===== config.mk =====
export PLATFORM = sky130hd
export DESIGN_NAME = c_escape_decoder
export DESIGN_NICKNAME = d
export VERILOG_FILES = /design/src/rtl/core/cescd_pkg.sv /design/src/rtl/core/c_escape_decoder.sv /design/src/rtl/core/cescd_front.sv /design/src/rtl/core/cescd_fifo.sv /design/src/rtl/core/cescd_back.sv
export SDC_FILE = /design/constraint.sdc
export NUM_CORES = 1
export LEC_CHECK = 0
export BUFFER_PORTS_ARGS = -buffer_cell sky130_fd_sc_hd__buf_2
export CAP_MARGIN = 20
export CORE_UTILIZATION = 28
export CTS_CLUSTER_DIAMETER = 120
export DETAILED_ROUTE_END_ITERATION = 8
export SYNTH_ARGS = -nofsm -noshare
export SYNTH_HDL_FRONTEND = slang
export SYNTH_SLANG_ARGS = --single-unit
export TNS_END_PERCENT = 20

===== constraint.sdc =====
create_clock -name clk_i -period 5.8 [get_ports clk_i]
set_input_delay 0.87 -clock clk_i [delete_from_list [all_inputs] [get_ports clk_i]]
set_output_delay 0.87 -clock clk_i [all_outputs]
set_load 0.005 [all_outputs]

===== src/rtl/core/cescd_pkg.sv =====
// Shared types, character codes and helpers of the C escape decoder.
`timescale 1ns / 1ps
package cescd_pkg;

  // One input item: a byte of the escaped string and its end mark.
  typedef struct packed {
    logic [7:0] in_byte;
    logic       end_of_string;
  } in_item_t;

  // One result item: a decoded byte, or only the end mark.
  typedef struct packed {
    logic [7:0] out_byte;
    logic       has_byte;
    logic       last_of_string;
  } out_item_t;

  // Command handed from the front part to the back part. A command carries at
  // most one code point (emitted first) and at most one raw byte (emitted after).
  typedef struct packed {
    logic        code_valid;
    logic        code_small;  // value must be below 0x80, else U+FFFD
    logic [31:0] code_value;
    logic        tail_valid;
    logic [7:0]  tail_byte;
    logic        last;
  } cmd_t;

  // Parser modes, one-hot.
  typedef enum logic [5:0] {
    ModeText = 6'b000001,
    ModeEsc  = 6'b000010,
    ModeOct  = 6'b000100,
    ModeHex  = 6'b001000,
    ModeU4   = 6'b010000,
    ModeU8   = 6'b100000
  } mode_e;

  localparam int unsigned CmdQueueDepth = 2;

  localparam logic [7:0] ChBackslash = 8'h5C;
  localparam logic [7:0] ChA         = 8'h61;
  localparam logic [7:0] ChB         = 8'h62;
  localparam logic [7:0] ChF         = 8'h66;
  localparam logic [7:0] ChN         = 8'h6E;
  localparam logic [7:0] ChR         = 8'h72;
  localparam logic [7:0] ChT         = 8'h74;
  localparam logic [7:0] ChV         = 8'h76;
  localparam logic [7:0] ChX         = 8'h78;
  localparam logic [7:0] ChLowerU    = 8'h75;
  localparam logic [7:0] ChUpperU    = 8'h55;
  localparam logic [7:0] ChZero      = 8'h30;
  localparam logic [7:0] ChSeven     = 8'h37;
  localparam logic [7:0] ChNine      = 8'h39;
  localparam logic [7:0] ChUpperA    = 8'h41;
  localparam logic [7:0] ChUpperF    = 8'h46;

  localparam logic [7:0] CtlBell     = 8'h07;
  localparam logic [7:0] CtlBack     = 8'h08;
  localparam logic [7:0] CtlFeed     = 8'h0C;
  localparam logic [7:0] CtlNewline  = 8'h0A;
  localparam logic [7:0] CtlReturn   = 8'h0D;
  localparam logic [7:0] CtlTab      = 8'h09;
  localparam logic [7:0] CtlVtab     = 8'h0B;

  localparam logic [3:0] OctDigits   = 4'd3;
  localparam logic [3:0] U4Digits    = 4'd4;
  localparam logic [3:0] U8Digits    = 4'd8;
  localparam logic [3:0] MaxHexCount = 4'd15;

  localparam logic [20:0] Replacement = 21'h00FFFD;
  localparam logic [31:0] MaxCode     = 32'h0010FFFF;

  // Returns {valid, value} for a hex digit character.
  function automatic logic [4:0] hex_decode(input logic [7:0] c);
    logic [4:0] r;
    r = 5'b0;
    if (c >= ChZero && c <= ChNine) begin
      r = {1'b1, c[3:0]};
    end else if ((c >= ChA && c <= ChF) || (c >= ChUpperA && c <= ChUpperF)) begin
      r = {1'b1, c[3:0] + 4'd9};
    end
    return r;
  endfunction

endpackage


===== src/rtl/core/c_escape_decoder.sv =====
// Top level of the C escape decoder: front parser, command queue and byte emitter.
`timescale 1ns / 1ps
//  channel   direction  handshake             payload
//  input     in         push / full           in_item_i  (in_byte, end_of_string)
//  result    out        pop / empty           out_item_o (out_byte, has_byte, last_of_string)
//
//  The front part takes one item per cycle whenever the two-entry command queue has room.
//  An item's results reach the result ports through the command queue and the back part's sequence register.
//  Each item yields zero to four result items; the back part emits one per cycle while the
//  result side pops, and an item's count of results is set by its UTF-8 length and raw byte.
//  Reset (rst_ni low) returns the parser to plain text and empties the queue and output.
//  With the result side stalled, full rises once two commands wait behind the one emitted.
module c_escape_decoder (
  input  logic                 clk_i,
  input  logic                 rst_ni,
  input  logic                 push,
  output logic                 full,
  input  cescd_pkg::in_item_t  in_item_i,
  output logic                 empty,
  input  logic                 pop,
  output cescd_pkg::out_item_t out_item_o
);

  logic            accept;
  logic            enq;
  cescd_pkg::cmd_t cmd_in, cmd_out;
  logic            q_full, q_empty, q_pop;

  assign full   = q_full;
  assign accept = push & ~q_full;

  cescd_front u_front (
    .clk_i    (clk_i),
    .rst_ni   (rst_ni),
    .accept_i (accept),
    .item_i   (in_item_i),
    .enq_o    (enq),
    .cmd_o    (cmd_in)
  );

  cescd_fifo u_fifo (
    .clk_i   (clk_i),
    .rst_ni  (rst_ni),
    .push_i  (enq),
    .data_i  (cmd_in),
    .full_o  (q_full),
    .pop_i   (q_pop),
    .data_o  (cmd_out),
    .empty_o (q_empty)
  );

  cescd_back u_back (
    .clk_i       (clk_i),
    .rst_ni      (rst_ni),
    .cmd_valid_i (~q_empty),
    .cmd_i       (cmd_out),
    .cmd_pop_o   (q_pop),
    .empty_o     (empty),
    .pop_i       (pop),
    .item_o      (out_item_o)
  );

endmodule


===== src/rtl/core/cescd_front.sv =====
// Front part: parses escape sequences and issues byte and code point commands.
`timescale 1ns / 1ps
module cescd_front (
  input  logic               clk_i,
  input  logic               rst_ni,
  input  logic               accept_i,
  input  cescd_pkg::in_item_t item_i,
  output logic               enq_o,
  output cescd_pkg::cmd_t    cmd_o
);

  cescd_pkg::mode_e mode_q, mode_d;
  logic [31:0] acc_q, acc_d;
  logic [3:0]  cnt_q, cnt_d;
  logic        allhex_q, allhex_d;

  logic [7:0]  c;
  logic [4:0]  hexd;
  logic        is_oct;
  logic        do_text;
  logic [31:0] acc_n;
  logic [3:0]  cnt_n;
  logic        allhex_n;

  assign c      = item_i.in_byte;
  assign hexd   = cescd_pkg::hex_decode(c);
  assign is_oct = (c >= cescd_pkg::ChZero) && (c <= cescd_pkg::ChSeven);

  always_comb begin
    mode_d   = mode_q;
    acc_d    = acc_q;
    cnt_d    = cnt_q;
    allhex_d = allhex_q;
    do_text  = 1'b0;
    acc_n    = acc_q;
    cnt_n    = cnt_q + 4'd1;
    allhex_n = allhex_q;
    cmd_o.code_valid = 1'b0;
    cmd_o.code_small = 1'b0;
    cmd_o.code_value = acc_q;
    cmd_o.tail_valid = 1'b0;
    cmd_o.tail_byte  = c;
    cmd_o.last       = item_i.end_of_string;

    unique case (mode_q)
      cescd_pkg::ModeEsc: begin
        mode_d   = cescd_pkg::ModeText;
        acc_d    = '0;
        cnt_d    = '0;
        allhex_d = 1'b1;
        unique case (c)
          cescd_pkg::ChA: begin
            cmd_o.tail_valid = 1'b1;
            cmd_o.tail_byte  = cescd_pkg::CtlBell;
          end
          cescd_pkg::ChB: begin
            cmd_o.tail_valid = 1'b1;
            cmd_o.tail_byte  = cescd_pkg::CtlBack;
          end
          cescd_pkg::ChF: begin
            cmd_o.tail_valid = 1'b1;
            cmd_o.tail_byte  = cescd_pkg::CtlFeed;
          end
          cescd_pkg::ChN: begin
            cmd_o.tail_valid = 1'b1;
            cmd_o.tail_byte  = cescd_pkg::CtlNewline;
          end
          cescd_pkg::ChR: begin
            cmd_o.tail_valid = 1'b1;
            cmd_o.tail_byte  = cescd_pkg::CtlReturn;
          end
          cescd_pkg::ChT: begin
            cmd_o.tail_valid = 1'b1;
            cmd_o.tail_byte  = cescd_pkg::CtlTab;
          end
          cescd_pkg::ChV: begin
            cmd_o.tail_valid = 1'b1;
            cmd_o.tail_byte  = cescd_pkg::CtlVtab;
          end
          cescd_pkg::ChX:      mode_d = cescd_pkg::ModeHex;
          cescd_pkg::ChLowerU: mode_d = cescd_pkg::ModeU4;
          cescd_pkg::ChUpperU: mode_d = cescd_pkg::ModeU8;
          default: begin
            if (is_oct) begin
              mode_d = cescd_pkg::ModeOct;
              acc_d  = {29'b0, c[2:0]};
              cnt_d  = 4'd1;
            end else begin
              cmd_o.tail_valid = 1'b1;
            end
          end
        endcase
      end
      cescd_pkg::ModeOct: begin
        if (is_oct) begin
          acc_n = {acc_q[28:0], c[2:0]};
          if (cnt_n >= cescd_pkg::OctDigits) begin
            cmd_o.code_valid = 1'b1;
            cmd_o.code_small = 1'b1;
            cmd_o.code_value = acc_n;
            mode_d   = cescd_pkg::ModeText;
            acc_d    = '0;
            cnt_d    = '0;
            allhex_d = 1'b1;
          end else begin
            acc_d = acc_n;
            cnt_d = cnt_n;
          end
        end else begin
          cmd_o.code_valid = 1'b1;
          cmd_o.code_small = 1'b1;
          mode_d   = cescd_pkg::ModeText;
          acc_d    = '0;
          cnt_d    = '0;
          allhex_d = 1'b1;
          do_text  = 1'b1;
        end
      end
      cescd_pkg::ModeHex: begin
        if (hexd[4]) begin
          // The gathered value saturates rather than wrapping.
          acc_d = (|acc_q[31:28]) ? '1 : {acc_q[27:0], hexd[3:0]};
          if (cnt_q < cescd_pkg::MaxHexCount) begin
            cnt_d = cnt_n;
          end
        end else begin
          cmd_o.code_valid = (cnt_q != '0);
          cmd_o.code_small = 1'b1;
          mode_d   = cescd_pkg::ModeText;
          acc_d    = '0;
          cnt_d    = '0;
          allhex_d = 1'b1;
          do_text  = 1'b1;
        end
      end
      cescd_pkg::ModeU4, cescd_pkg::ModeU8: begin
        acc_n    = hexd[4] ? {acc_q[27:0], hexd[3:0]} : acc_q;
        allhex_n = allhex_q & hexd[4];
        if (((mode_q == cescd_pkg::ModeU4) && (cnt_n >= cescd_pkg::U4Digits)) ||
            ((mode_q == cescd_pkg::ModeU8) && (cnt_n >= cescd_pkg::U8Digits))) begin
          cmd_o.code_valid = allhex_n;
          cmd_o.code_value = acc_n;
          mode_d   = cescd_pkg::ModeText;
          acc_d    = '0;
          cnt_d    = '0;
          allhex_d = 1'b1;
        end else begin
          acc_d    = acc_n;
          cnt_d    = cnt_n;
          allhex_d = allhex_n;
        end
      end
      default: begin
        mode_d  = cescd_pkg::ModeText;
        do_text = 1'b1;
      end
    endcase

    if (do_text) begin
      if (c == cescd_pkg::ChBackslash) begin
        mode_d = cescd_pkg::ModeEsc;
      end else begin
        cmd_o.tail_valid = 1'b1;
      end
    end

    // At the end of the string an open octal or hex run is flushed and the
    // parser returns to plain text.
    if (item_i.end_of_string) begin
      if ((mode_d == cescd_pkg::ModeOct) ||
          ((mode_d == cescd_pkg::ModeHex) && (cnt_d != '0))) begin
        cmd_o.code_valid = 1'b1;
        cmd_o.code_small = 1'b1;
        cmd_o.code_value = acc_d;
      end
      mode_d   = cescd_pkg::ModeText;
      acc_d    = '0;
      cnt_d    = '0;
      allhex_d = 1'b1;
    end
  end

  assign enq_o = accept_i & (cmd_o.code_valid | cmd_o.tail_valid | item_i.end_of_string);

  always_ff @(posedge clk_i or negedge rst_ni) begin
    if (!rst_ni) begin
      mode_q   <= cescd_pkg::ModeText;
      acc_q    <= '0;
      cnt_q    <= '0;
      allhex_q <= 1'b1;
    end else if (accept_i) begin
      mode_q   <= mode_d;
      acc_q    <= acc_d;
      cnt_q    <= cnt_d;
      allhex_q <= allhex_d;
    end
  end

endmodule


===== src/rtl/core/cescd_fifo.sv =====
// Short command queue between the front and back parts.
`timescale 1ns / 1ps
module cescd_fifo (
  input  logic            clk_i,
  input  logic            rst_ni,
  input  logic            push_i,
  input  cescd_pkg::cmd_t data_i,
  output logic            full_o,
  input  logic            pop_i,
  output cescd_pkg::cmd_t data_o,
  output logic            empty_o
);

  localparam int unsigned Depth  = cescd_pkg::CmdQueueDepth;
  localparam int unsigned PtrW   = (Depth > 1) ? $clog2(Depth) : 1;
  localparam int unsigned CountW = $clog2(Depth + 1);

  cescd_pkg::cmd_t mem_q [Depth];
  logic [PtrW-1:0]   wr_q, rd_q;
  logic [CountW-1:0] count_q;
  logic              do_push, do_pop;

  assign full_o  = (count_q == CountW'(Depth));
  assign empty_o = (count_q == '0);
  assign do_push = push_i & ~full_o;
  assign do_pop  = pop_i & ~empty_o;
  assign data_o  = mem_q[rd_q];

  function automatic logic [PtrW-1:0] next_ptr(input logic [PtrW-1:0] p);
    return (p == PtrW'(Depth - 1)) ? '0 : p + PtrW'(1);
  endfunction

  always_ff @(posedge clk_i) begin
    if (do_push) begin
      mem_q[wr_q] <= data_i;
    end
  end

  always_ff @(posedge clk_i or negedge rst_ni) begin
    if (!rst_ni) begin
      wr_q    <= '0;
      rd_q    <= '0;
      count_q <= '0;
    end else begin
      if (do_push) begin
        wr_q <= next_ptr(wr_q);
      end
      if (do_pop) begin
        rd_q <= next_ptr(rd_q);
      end
      if (do_push && !do_pop) begin
        count_q <= count_q + CountW'(1);
      end else if (do_pop && !do_push) begin
        count_q <= count_q - CountW'(1);
      end
    end
  end

endmodule


===== src/rtl/core/cescd_back.sv =====
// Back part: expands commands into UTF-8 bytes and presents one result per cycle while popped.
`timescale 1ns / 1ps
module cescd_back (
  input  logic                 clk_i,
  input  logic                 rst_ni,
  input  logic                 cmd_valid_i,
  input  cescd_pkg::cmd_t      cmd_i,
  output logic                 cmd_pop_o,
  output logic                 empty_o,
  input  logic                 pop_i,
  output cescd_pkg::out_item_t item_o
);

  logic       seq_valid_q;
  logic [7:0] bytes_q [4];
  logic [1:0] n_q;     // index of the final byte of the sequence
  logic [1:0] idx_q;
  logic       has_q;
  logic       last_q;

  logic        load;
  logic        done;
  logic [20:0] u;
  logic [2:0]  code_len;
  logic [2:0]  total;
  logic [7:0]  cb [4];
  logic [7:0]  seq [4];

  assign done      = pop_i & seq_valid_q & (idx_q == n_q);
  assign load      = cmd_valid_i & (~seq_valid_q | done);
  assign cmd_pop_o = load;

  // Clamp to a valid code point and encode it.
  always_comb begin
    if (cmd_i.code_small) begin
      u = (|cmd_i.code_value[31:7]) ? cescd_pkg::Replacement : cmd_i.code_value[20:0];
    end else if ((cmd_i.code_value[31:11] == 21'h00001B) ||
                 (cmd_i.code_value > cescd_pkg::MaxCode)) begin
      u = cescd_pkg::Replacement;
    end else begin
      u = cmd_i.code_value[20:0];
    end

    cb[0] = u[7:0];
    cb[1] = 8'h00;
    cb[2] = 8'h00;
    cb[3] = 8'h00;
    if (u < 21'h80) begin
      code_len = 3'd1;
    end else if (u < 21'h800) begin
      code_len = 3'd2;
      cb[0] = {3'b110, u[10:6]};
      cb[1] = {2'b10, u[5:0]};
    end else if (u < 21'h10000) begin
      code_len = 3'd3;
      cb[0] = {4'b1110, u[15:12]};
      cb[1] = {2'b10, u[11:6]};
      cb[2] = {2'b10, u[5:0]};
    end else begin
      code_len = 3'd4;
      cb[0] = {5'b11110, u[20:18]};
      cb[1] = {2'b10, u[17:12]};
      cb[2] = {2'b10, u[11:6]};
      cb[3] = {2'b10, u[5:0]};
    end
    if (!cmd_i.code_valid) begin
      code_len = 3'd0;
    end

    total = code_len + {2'b0, cmd_i.tail_valid};
    for (int k = 0; k < 4; k++) begin
      seq[k] = (3'(k) < code_len) ? cb[k] : cmd_i.tail_byte;
    end
  end

  always_ff @(posedge clk_i) begin
    if (load) begin
      for (int k = 0; k < 4; k++) begin
        bytes_q[k] <= seq[k];
      end
      n_q    <= (total == '0) ? 2'd0 : 2'(total - 3'd1);
      has_q  <= (total != '0);
      last_q <= cmd_i.last;
    end
  end

  always_ff @(posedge clk_i or negedge rst_ni) begin
    if (!rst_ni) begin
      seq_valid_q <= 1'b0;
      idx_q       <= '0;
    end else if (load) begin
      seq_valid_q <= 1'b1;
      idx_q       <= '0;
    end else if (done) begin
      seq_valid_q <= 1'b0;
    end else if (pop_i && seq_valid_q) begin
      idx_q <= idx_q + 2'd1;
    end
  end

  assign empty_o               = ~seq_valid_q;
  assign item_o.out_byte       = has_q ? bytes_q[idx_q] : 8'h00;
  assign item_o.has_byte       = has_q;
  assign item_o.last_of_string = last_q & (idx_q == n_q);

`ifndef NO_ASSERTIONS
  // A sequence with no bytes is a lone end mark.
  a_mark_single: assert property (@(posedge clk_i) disable iff (!rst_ni)
    (seq_valid_q && !has_q) |-> (n_q == 2'd0 && last_q))
    else $error("end mark sequence longer than one result");

  // The byte index never runs past the end of the sequence.
  a_idx_range: assert property (@(posedge clk_i) disable iff (!rst_ni)
    seq_valid_q |-> (idx_q <= n_q))
    else $error("byte index past end of sequence");

  // A freshly loaded sequence starts at its first byte.
  a_load_start: assert property (@(posedge clk_i) disable iff (!rst_ni)
    load |=> (seq_valid_q && idx_q == 2'd0))
    else $error("loaded sequence does not start at first byte");
`endif

endmodule


Word level (Yosys, flattened, before mapping)
Memories as Yosys holds them, arrays and structs flattened. Index checks and enable logic that the tools add are counted.

Flip-flop bits (word level): 54. Bits in writable memories: 120. Bits of input ports: 13. Output and inout bits: 12. Memories: 2.

Add/subtract/negate cells: 9. Magnitude comparators: 19. Eq/ne operators: 24. Multiplexer cells: 86. Bitwise gates (word level): 15. Reductions and logical operators: 34.

Memory list: u_fifo.mem_q (depth 2, bits a word 44, rd ports 1, clocked after Yosys merged registers in 0, write ports 1, line cescd_fifo.sv:18) `cescd_pkg::cmd_t mem_q [Depth];`; u_back.bytes_q (depth 4, bits a word 8, rd ports 1, clocked after Yosys merged registers in 0, write ports 4, line cescd_back.sv:15) `logic [7:0] bytes_q [4];`.

Operators with widths (count): 32-bit 2-to-1 mux (11); 32-bit case mux with 4 select lines (1); 34-bit 2-to-1 mux (3); 8-bit by 7-bit == test with 1-bit output (second input constant) (11); 21-bit 2-to-1 mux (4); 32-bit case mux with 2 select lines (1); 8-bit case mux with 7 select lines (1); 8-bit 2-to-1 mux (6); 6-bit case mux with 4 select lines (2); 6-bit 2-to-1 mux (7); 32-bit by 21-bit greater-than comparator with 1-bit output (second input constant) (1); 25-bit OR reduction (1); 4-bit 2-to-1 mux (6); 21-bit by 5-bit == test with 1-bit output (second input constant) (1); 21-bit by 12-bit less-than comparator with 1-bit output (second input constant) (1); 21-bit by 17-bit less-than comparator with 1-bit output (second input constant) (1); 21-bit by 8-bit less-than comparator with 1-bit output (second input constant) (1); 1-bit 2-to-1 mux (20); 3-bit 2-to-1 mux (6); 8-bit by 7-bit >= comparator with 1-bit output (second input constant) (2); 8-bit by 6-bit less-or-equal comparator with 1-bit output (second input constant) (2); 8-bit by 7-bit less-or-equal comparator with 1-bit output (second input constant) (2); 16-bit 2-to-1 mux (1); 4-bit case mux with 4 select lines (1); 49 further kinds (94).

Depth between registers and ports, before layout
Depth in word-level cells: 22. Mapped depth: 14. Gate-level depth less buffers: 13.

Cells and area by module
From an unflattened synthesis, not the netlist that was laid out.

Cells, all modules: 873. Area, all modules: 10192.3 um2.

Modules (own cells, without submodules): cescd_front (instances 1, cells an instance 478, area each 4095.2 um2); cescd_fifo (instances 1, cells an instance 156, area each 3572.2 um2); cescd_back (instances 1, cells an instance 237, area each 2507.4 um2); c_escape_decoder (instances 1, cells an instance 2, area each 17.5 um2).

Worst setup path before layout
Ideal clock, no wire load.

Kind: input -> register. From: in in_item_i[5] (netlist bit). To: mem u_fifo.mem_q[0][0] (netlist bit), enable pin. Arrival time: 4471 ps. Data required time: 5354 ps. Setup slack: 883 ps. Stages on the path: 7. Cells stage by stage: or4b_1 -> a311oi_2 -> nor2_1 -> nor3_1 -> a221o_1 -> o31ai_1 -> nor2_1.

Longest elaborated chain between the ends: 20. Elaborated cells between the ends (all ways): 65. Those cells by class: 7 x order compare; 13 x eq/ne; 29 x mux; 5 x bitwise; 11 x reduce/logical.

RTL lines: start: declaration (line c_escape_decoder.sv:18) `input cescd_pkg::in_item_t in_item_i,`; 8-bit by 7-bit >= comparator with 1-bit output or 8-bit by 7-bit less-or-equal comparator with 1-bit output (tied branches) (line cescd_pkg.sv:80) `end else if ((c >= ChA && c <= ChF) || (c >= ChUpperA && c <= ChUpperF)) begin`; 1-bit logical AND (line cescd_pkg.sv:80); 1-bit logical OR (line cescd_pkg.sv:80); 5-bit 2-to-1 mux (line cescd_pkg.sv:80); 5-bit 2-to-1 mux (line cescd_pkg.sv:78) `if (c >= ChZero && c <= ChNine) begin`; 6-bit 2-to-1 mux (line cescd_front.sv:120) `if (hexd[4]) begin`; 6-bit case mux with 4 select lines (line cescd_front.sv:45) `unique case (mode_q)`; 6-bit 2-to-1 mux (line cescd_front.sv:160) `if (c == cescd_pkg::ChBackslash) begin`; [... 3 more ...]; 1-bit logical OR (line cescd_front.sv:170) `if ((mode_d == cescd_pkg::ModeOct) ||`; 34-bit 2-to-1 mux (line cescd_front.sv:170); 34-bit 2-to-1 mux (line cescd_front.sv:169) `if (item_i.end_of_string) begin`; 1-bit OR * (2 in a row) (line cescd_front.sv:183) `assign enq_o = accept_i & (cmd_o.code_valid | cmd_o.tail_valid | item_i.end_of_string);`; 1-bit AND * (line cescd_front.sv:183); 1-bit AND * (line cescd_fifo.sv:25) `assign do_push = push_i & ~full_o;`; 1-bit 2-to-1 mux * (line cescd_fifo.sv:34) `if (do_push) begin`; 1-bit 2-to-1 mux (not written as such) * (line cescd_fifo.sv:35) `mem_q[wr_q] <= data_i;`; end: declaration (line cescd_fifo.sv:18).

Mark *: on every way between the ends. The rest lies on a longest branch, timed or not.

Final worst setup path
From: in in_item_i[2] (netlist bit). To: mem u_fifo.mem_q[1][23] (netlist bit), enable pin.

Same word-level chain as after synthesis.

==> metrics.txt <==
Area Growth Syn to Fin 12.0%; RSZ-0062 raised after global routing no; antenna cells 0; initial core utilization 0.286; Skew-Pair Late Insertion Delay 430 ps; Post-synth EDFFs 124; die area 36,200 um2; Worst Max-Slew Pin Slew 1060 ps; post-route setup slack 1710 ps; Yosys cell types 76; routed vias/inst 5.50; NumNets Final 923; status complete, no violations; Hold Path End u_fifo.count_q[1]$_DFFE_PN0P_; DR iter-0 viols 684; post-route minimum period 4090 ps; Startpoint Class primary input; fin. max-slew vios 0; first-pass GRT wire length 40.2 mm; Rel. slew slack 0.295; Max-Cap Viols 0; Pwr Total 4.11 mW; element type at the critical path end flip-flop; Worst Path Class, Setup primary input to flip-flop; H-tree depth 4; main flop type after synthesis edfxtp_1; Fin Clk Skew 16.8 ps; pwr dens 370 nW/um2; Setup TNS 0 ps; post-DP HPWL 17.5 mm; root buf cell clkbuf_16; Synthesis Warnings 0; top-area cell type share of the netlist area 0.375; Area contributors post-synth edfxtp_1, dfrtp_1, mux2i_1, a22o_1, mux4_2; Multi-input gate area 4650 um2; aggregate global routing overflow 0; crit-path max FO 32; cell taking the most area after synthesis edfxtp_1; via count 7,516; Avg Synthesized Cell Area 11.0 um2; hold depth 1; synth cell count leaders edfxtp_1, nand2_1, a22o_1, mux2i_1, nor2_1; final hold violations 0; Port Buf Inserts 24; pin count of the biggest net entering global routing 51; FP Rows 68; placed cells 1,334; wire length per cell 18.4 um; share of layout cells above drive strength 1 0.128; Post-Syn Area 9930 um2; worst reg2reg path startpoint u_front.mode_q[3]$_DFFE_PN0P_; worst hold path type flip-flop to flip-flop; Leakage 4.06 nW; Post-Syn Nets 926; TritonRoute pass-1 iters 5; terminus of the critical flop-to-flop path u_fifo.mem_q[1][23]$_DFFE_PP_; storage element area 4980 um2; TritonCTS sink count 174; Req. time, crit path 5970 ps; initial antenna violation count 0; DR DRC count 0; period utilization 0.706; Placer Congestion 0.952; synthesized flop and latch total 174; Area after DPL 10,500 um2; Seq/Total Area, Yosys 0.501; R2R depth 9; # setup viols final 0; cell count after synthesis 901; chip height 190 um; pre-CTS setup slack 1280 ps; count leader, synth edfxtp_1; I/O Pins 25; worst hold margin 498 ps; CP arrival 4270 ps; total track usage 0.140; Routed Wire Length 25.1 mm; fin util 0.320; cts bufs inserted 17; vias in the first global route 7,290; Reg clk slew, reported paths 80 ps; DRT antenna net count 0; HP Start u_fifo.count_q[1]$_DFFE_PN0P_; ys async rst share 0.287; post-route insts no fill 1,366; Die Span X 190 um; CTS tree yes; worst vdd ir 0.227 mV; fillcell total 3,486; Post-CTS Setup Inserts 0; hold_buf cts 0; Max clock buf depth 2; Reg2Reg Setup Slack 1710 ps; fmax 244 MHz; post-route cell area 11,100 um2; CTS resizes 0; core area 34,700 um2
-- sequential cells by signal (all words and copies together) (netlist names) --
name                cells
u_back.has_q            1
u_fifo.count_q          2
u_front.cnt_q           4
u_back.seq_valid_q      1
u_front.allhex_q        1
u_fifo.wr_q             1
u_front.acc_q          32
u_back.last_q           1
u_fifo.mem_q           88
u_back.bytes_q         32
u_back.n_q              2
u_back.idx_q            2
u_fifo.rd_q             1
u_front.mode_q          6
-- layout by cell type, fill, tap and decap left out, drive strengths merged, types with 8 or more instances in the layout --
master    n
a211oi   14
a21oi    59
a22o     60
a31oi     8
and2     17
buf      41
clkbuf   17
dfrtp    48
edfxtp  124
ha       12
inv      24
mux2i    60
mux4     16
nand2    64
nand2b   12
nand3     8
nor2     59
nor3     19
nor4     13
o21ai    56
o22ai    35
or4       8
xnor2     9
-- worst max-delay path by stage --
stage / slack, ps / endpoint / cells after the start / start
final: 1710 / u_fifo.mem_q[1][23]$_DFFE_PP_ / 11 / in_item_i[2]
after global routing: 1360 / u_fifo.mem_q[1][19]$_DFFE_PP_ / 9 / u_front.mode_q[3]$_DFFE_PN0P_
after CTS: 1690 / u_fifo.mem_q[1][22]$_DFFE_PP_ / 9 / u_front.mode_q[3]$_DFFE_PN0P_
after detailed placement: 1280 / u_fifo.mem_q[1][27]$_DFFE_PP_ / 10 / in_item_i[1]
after global placement: 1460 / u_fifo.mem_q[1][26]$_DFFE_PP_ / 10 / in_item_i[1]
after floorplan: 880 / u_fifo.mem_q[0][0]$_DFFE_PP_ / 7 / in_item_i[5]
-- power by group --
group	total, mW	internal (mW)	switching (mW)
clock	1.15	0.616	0.537
combinational	1.11	0.446	0.666
sequential	1.85	1.69	0.156
total	4.11	2.75	1.36
-- layer usage --
| metal | wire [um] | global-route usage | vias to the layer above | share of wire |
|---|---|---|---|---|
| li1 | - | - | 3511 | - |
| met1 | 11700 | 0.189 | 3733 | 0.47 |
| met2 | 11600 | 0.225 | 238 | 0.46 |
| met3 | 1200 | 0.0225 | 34 | 0.048 |
| met4 | 657 | 0.0526 | 0 | 0.026 |
| met5 | 0 | 0 | - | 0 |
-- cell type report --
class                           count  area share
Timing Repair Buffer               41      0.0223
Inverter                           19     0.00641
Multi-Input combinational cell    645       0.418
Clock buffer                       17      0.0382
Tap cell                          455      0.0512
Sequential cell                   174       0.448
Clock inverter                     15      0.0160
-- critical path, cell delays in order --
cell and delay (ps):
buf_2 180, inv_1 130, ha_1 250, nor3b_1 320
a311oi_2 130, nor2_1 330, nor3_2 100, a221o_1 400
o31ai_1 850, nor2_4 360, buf_4 320
-- logic make-up (layout without fill, tap and decap cells) --
| family | Yosys count | in the layout | share of synthesized area |
|---|---|---|---|
| AO/OA/AOI/OAI | 291 | 291 | 0.203 |
| XOR/XNOR | 14 | 14 | 0.0123 |
| adder cells (fa/ha/maj) | 12 | 12 | 0.0151 |
| buffers and inverters | 82 | 92 | 0.0350 |
| flip-flops | 174 | 174 | 0.501 |
| multiplexers | 83 | 83 | 0.105 |
| AND/OR/NAND/NOR | 245 | 245 | 0.129 |
Note: power is estimated with default switching activity, not from simulation.
